## config.mk

```make
export PLATFORM = sky130hd
export DESIGN_NAME = rvu_root_cell
export DESIGN_NICKNAME = d
export VERILOG_FILES = /design/src/rvu_pkg.sv /design/src/rvu_root_cell.sv
export SDC_FILE = /design/constraint.sdc
export NUM_CORES = 1
export LEC_CHECK = 0
export BUFFER_PORTS_ARGS = -buffer_cell sky130_fd_sc_hd__buf_2
export CAP_MARGIN = 20
export CORE_UTILIZATION = 45
export DETAILED_ROUTE_END_ITERATION = 8
export PLACE_DENSITY_LB_ADDON = 0.2
export SYNTH_ARGS = -nofsm -noshare
export SYNTH_HDL_FRONTEND = slang
export SYNTH_SLANG_ARGS = --single-unit
```

## constraint.sdc

```tcl
create_clock -name clk -period 5.05 [get_ports clk]
set_clock_uncertainty 0.2 [all_clocks]
set_input_delay 0.7575 -clock clk [delete_from_list [all_inputs] [get_ports clk]]
set_output_delay 0.7575 -clock clk [all_outputs]
set_load 0.02 [all_outputs]
```

## src/rvu_pkg.sv

```systemverilog
`timescale 1ns / 1ps
// ----------------------------------------------------------------------------
// Ramp velocity update package
// Shared widths, defaults and the data word that moves through the root chain.
// ----------------------------------------------------------------------------
package rvu_pkg;

	// Width of every fixed-point field on the ports.
	localparam int DATA_W = 32;

	// Width of squared velocities, products and the root radicand.
	localparam int NUM_W = 2 * DATA_W;

	// One root cell settles one result bit.
	localparam int ROOT_STEPS = NUM_W / 2;

	// Default number of fraction bits in the velocity format.
	localparam int FRAC_BITS_DEF = 12;

	// Word carried from cell to cell.
	typedef struct packed {
		logic [NUM_W-1:0]  num;      // remaining radicand
		logic [NUM_W-1:0]  res;      // partial root
		logic              ovr;      // result is fixed, root is ignored
		logic [DATA_W-1:0] ovr_val;  // fixed result value
	} root_t;

endpackage

```

## src/rvu_root_cell.sv

```systemverilog
`timescale 1ns / 1ps
// ----------------------------------------------------------------------------
// Ramp velocity update root cell
// One step of the bitwise integer square root, registered, with handshake.
// ----------------------------------------------------------------------------
module rvu_root_cell #(
	parameter int STEP = 0
) (
	input  logic           clk,
	input  logic           arst_n,
	input  logic           in_valid,
	output logic           in_ready,
	input  rvu_pkg::root_t in_data,
	output logic           out_valid,
	input  logic           out_ready,
	output rvu_pkg::root_t out_data
);
	import rvu_pkg::*;

	// Trial bit of this step; the first cell tries the top even bit.
	localparam int BIT_POS = NUM_W - 2 - 2 * STEP;
	localparam logic [NUM_W-1:0] BIT_VAL = {{(NUM_W-1){1'b0}}, 1'b1} << BIT_POS;

	logic             valid_q;
	root_t            data_q;
	root_t            data_d;
	logic [NUM_W-1:0] trial;

	assign in_ready = !valid_q || out_ready;

	// Subtract the trial value when it fits and set the result bit.
	assign trial = in_data.res + BIT_VAL;

	always_comb begin
		data_d = in_data;
		if (in_data.num >= trial) begin
			data_d.num = in_data.num - trial;
			data_d.res = (in_data.res >> 1) + BIT_VAL;
		end else begin
			data_d.res = in_data.res >> 1;
		end
	end

	always_ff @(posedge clk or negedge arst_n) begin
		if (!arst_n) begin
			valid_q <= 1'b0;
		end else if (in_ready) begin
			valid_q <= in_valid;
		end
	end

	always_ff @(posedge clk) begin
		if (in_valid && in_ready) begin
			data_q <= data_d;
		end
	end

	assign out_valid = valid_q;
	assign out_data  = data_q;

endmodule

```

==> metrics.md <==
| Metric | Value |
|---|---|
| Syn avg cell area | 9.819 sq um |
| Xor and xnor fraction of the mapped netlist area | 0.04478 |
| FF-to-FF End | out_data[91]$_DFFE_PP_ |
| Fraction of layout cells with a size suffix above 1 | 0.2818 |
| Post-synth EDFFs | 161 |
| Synth warn | 0 |
| Vias per inst | roughly 5.4 |
| Final period util | 0.7911 |
| CP Max Fanout | 4 |
| Die area | 22,770 sq um |
| Combinational Power Share | 0.264 |
| Worst hold slack | 289.8 ps |
| Sw Share | 0.3306 |
| Mapped Area | 9976 sq um |
| Primary FF master, synth | edfxtp_1 |
| Die outline width | 150.9 um |
| Clock Power Share | 0.333 |
| DRT Wirelength | 28.08 mm |
| Largest family of logic cells by synthesized area | compound AO/OA/AOI/OAI gates |
| Power density cells | roughly 330 nW/um^2 |
| Placed cell areas | 11,840 sq um |
| Maximum vdd ir drop | 0.2188 mV |
| IO Pins | about 330 |
| Sinks on Clock Net | 162 |
| Clock buffer depth | 2 |
| Hold Crit Class | in2reg |
| Hold Startpoint | in_data[12] |
| Number of max-cap violations | 0 |
| Synth cell types | 66 |
| Ant diodes | 0 |
| Psw | approximately 1.3 mW |
| Worst setup EP type | register |
| Post-place setup slack | approximately 460 ps |
| Reg2reg path depth | 3 |
| DRC Markers | 0 |
| Seq pwr share | 0.403 |
| Die Ht | 150.9 um |
| Register area share after synthesis | 0.4871 |
| Vias in the first global route | roughly 8,400 |
| Grt ovf | 0 |
| Routed WL per cell | 17.36 um |
| Inserted Clock Buffers | 17 |
| Synth area leaders | edfxtp_1, ha_1, a21oi_1, nor2_1, nand2_1 |
| Arr. time, crit path | 3980 ps |
| Dpl hpwl | about 22 mm |
| Post-layout minimum cycle time | 3995 ps |
| Outcome | complete, no violations |
| Clk root buf | clkbuf_16 |
| Synth area leader | edfxtp_1 |
| Post-synthesis compound-gate area fraction | 0.1952 |
| Final hold violations | 0 |
| Rows | 54 |
| Area grow syn2layout | 25.11% |
| PostCTS Resize Cnt | 0 |
| Finished Cell Area | between 10,000 and 15,000 sq um |
| 1st-pass router iterations | 5 |
| Seq cells post-synth | 162 |
| Post-synthesis cell count | 1,016 |
| Simple-gate portion of the synthesized area | 0.1385 |
| Worst skew pair latency | 430 ps |
| Largest net degree at the start of global routing | 66 |
| Slew Viols, Final | 0 |
| 1st-iter DRT viols | 441 |
| Worst path required time | 5040 ps |
| TNS Setup | 0 ps |
| Total chip power | approximately 4.1 mW |
| Core ar. | 21,760 sq um |
| Synth Net Count | 1,246 |
| FF-to-FF setup slack | 2720 ps |
| Post-synthesis mux area share | 0.001003 |
| RSZ-0062 raised after global routing | false |
| Relative slew slack | 0.4436 |
| Max H-tree Level | 4 |
| Yosys top cell area share | 0.4846 |
| Initial antenna violation count | 0 |
| Antenna viol nets, final | 0 |
| R2R Path Start | out_valid$_DFFE_PN0N_ |
| Total GRT Usage | 0.2454 |
| Initial core utilization | 0.4585 |
| Routed vias | 8,748 |
| Min-Delay Endpoint | out_data[12]$_DFFE_PP_ |
| WS Path Type | in2reg |
| Leakage power total | between 5 and 6 nW |
| Worst slew pin tran | 824.1 ps |
| Nets | around 1,600 |
| Worst setup SP type | primary input |
| Post-synthesis adder-cell area fraction | 0.08228 |
| Fin worst setup slack | approximately 1100 ps |
| First-pass GRT wire length | ~43 mm |
| IO Port Bufs | 327 |
| CTS tree | built |
| Min-Delay Path Depth | 1 |
| Post-synthesis async set-or-reset flop share | 0.006173 |
| Gpl congestion | between 0.8 and 0.9 |
| Fmax | approximately 250 MHz |
| Worst-path clk slew | 70 ps |
| Internal power | 2.728 mW |
| Final Setup Violations | 0 |
| Fillers | 1,978 |
## cell usage in the layout, fill, tap and decap left out, types with 18 or more instances in the layout
master	n
ha_1	64
xnor2_1	27
edfxtp_1	161
nand4_1	26
inv_1	80
buf_2	327
a21o_1	36
nand2_1	81
o21bai_1	18
nor2_1	109
a21oi_1	124
nor3_1	21
xor2_1	24
o21ai_0	55
## through the flow
step                        util  cells
after floorplan                -   1016
after global routing      0.5737   1618
final                     0.5737   1618
after detailed placement  0.5443   1584
after CTS                 0.5730   1617
after global placement    0.5443   1584
## sequential cells by signal, summed over array words and instances, names as in the netlist
register,count
out_valid,1
out_data,161
## Yosys cell counts, types with 7 or more instances
library cell and instances:
nor2_1 110, buf_2 12, a21oi_1 124, clkbuf_1 27, nand3_1 13, ha_1 64, inv_1 80, a31oi_1 10
xor2_1 24, a21o_1 36, o21ai_0 55, nand4_1 26, o31ai_1 7, a211oi_1 10, xnor2_1 27, nor3_1 21
edfxtp_1 161, o21bai_1 18, nand2_1 81, nand2b_1 7
## routing by layer
layer	global-route usage	up-vias	wire, um	part of all wire
met1	0.3146	4080	12130	0.43
met3	0.06024	20	2196	0.078
li1	-	4355	-	-
met4	0.05050	0	250	0.0089
met5	0	-	0	0
met2	0.4183	293	13510	0.48
## kinds of logic (layout without fill, tap and decap cells)
family                     after synthesis  count (layout)
AOI/OAI and AO/OA                      313             313
and+or+nand+nor                        299             299
DFF                                    162             162
buffers and inverters                  125             447
adders and majority gates               65              65
xor gates and xnor gates                51              51
muxes                                    1               1
## worst max-delay path by stage
stage | cells past startpoint | slack [ps] | end | startpoint
floorplan | 14 | 1260 | out_data[130]$_DFFE_PP_ | in_data[51]
global placement | 12 | 590 | out_data[106]$_DFFE_PP_ | in_data[72]
detailed placement | 12 | 460 | out_data[105]$_DFFE_PP_ | in_data[50]
CTS | 12 | 920 | out_data[105]$_DFFE_PP_ | in_data[50]
global route | 13 | 800 | out_data[155]$_DFFE_PP_ | in_data[97]
finish | 13 | 1050 | out_data[155]$_DFFE_PP_ | in_data[97]
## layout make-up
| type | count | area [sq um] | share of cell area |
|---|---|---|---|
| flip-flops and latches | 162 | 4860 | 0.3894 |
| multi-input cells | 729 | 4613 | 0.3696 |
| repair buffers | 335 | 1744 | 0.1397 |
| clock buffers | 17 | 425.4 | 0.03409 |
| well taps | 280 | 350.3 | 0.02807 |
| inverters | 80 | 300.3 | 0.02406 |
| clock inverters | 15 | 187.7 | 0.01504 |
## power by group through the flow
stage	registers, mW	clock network (mW)	logic [mW]
2_1_floorplan	1.81	0	0.595
3_3_place_gp	1.67	0	1.06
3_5_place_dp	1.67	0	1.07
4_1_cts	1.64	1.38	1.07
5_1_grt	1.65	1.42	1.19
6_report	1.64	1.36	1.08
## critical path, stage by stage
cell,delay (ps)
buf_2,80
inv_1,30
ha_1,200
fa_1,420
nor2b_1,160
o2111ai_1,150
a211o_1,390
a31o_2,290
a211oi_1,420
o21ai_0,240
a311oi_1,530
o2111a_1,260
a211oi_2,40
## timing repair
| action | 4_1_cts | 5_1_grt |
|---|---|---|
| hold buffers | 1 | 0 |
| endpoints found under the setup margin | 0 | 0 |
| setup buffers | 0 | 0 |
| hold endpoints to repair | 1 | 0 |
Note: power is estimated with default switching activity, not from simulation.
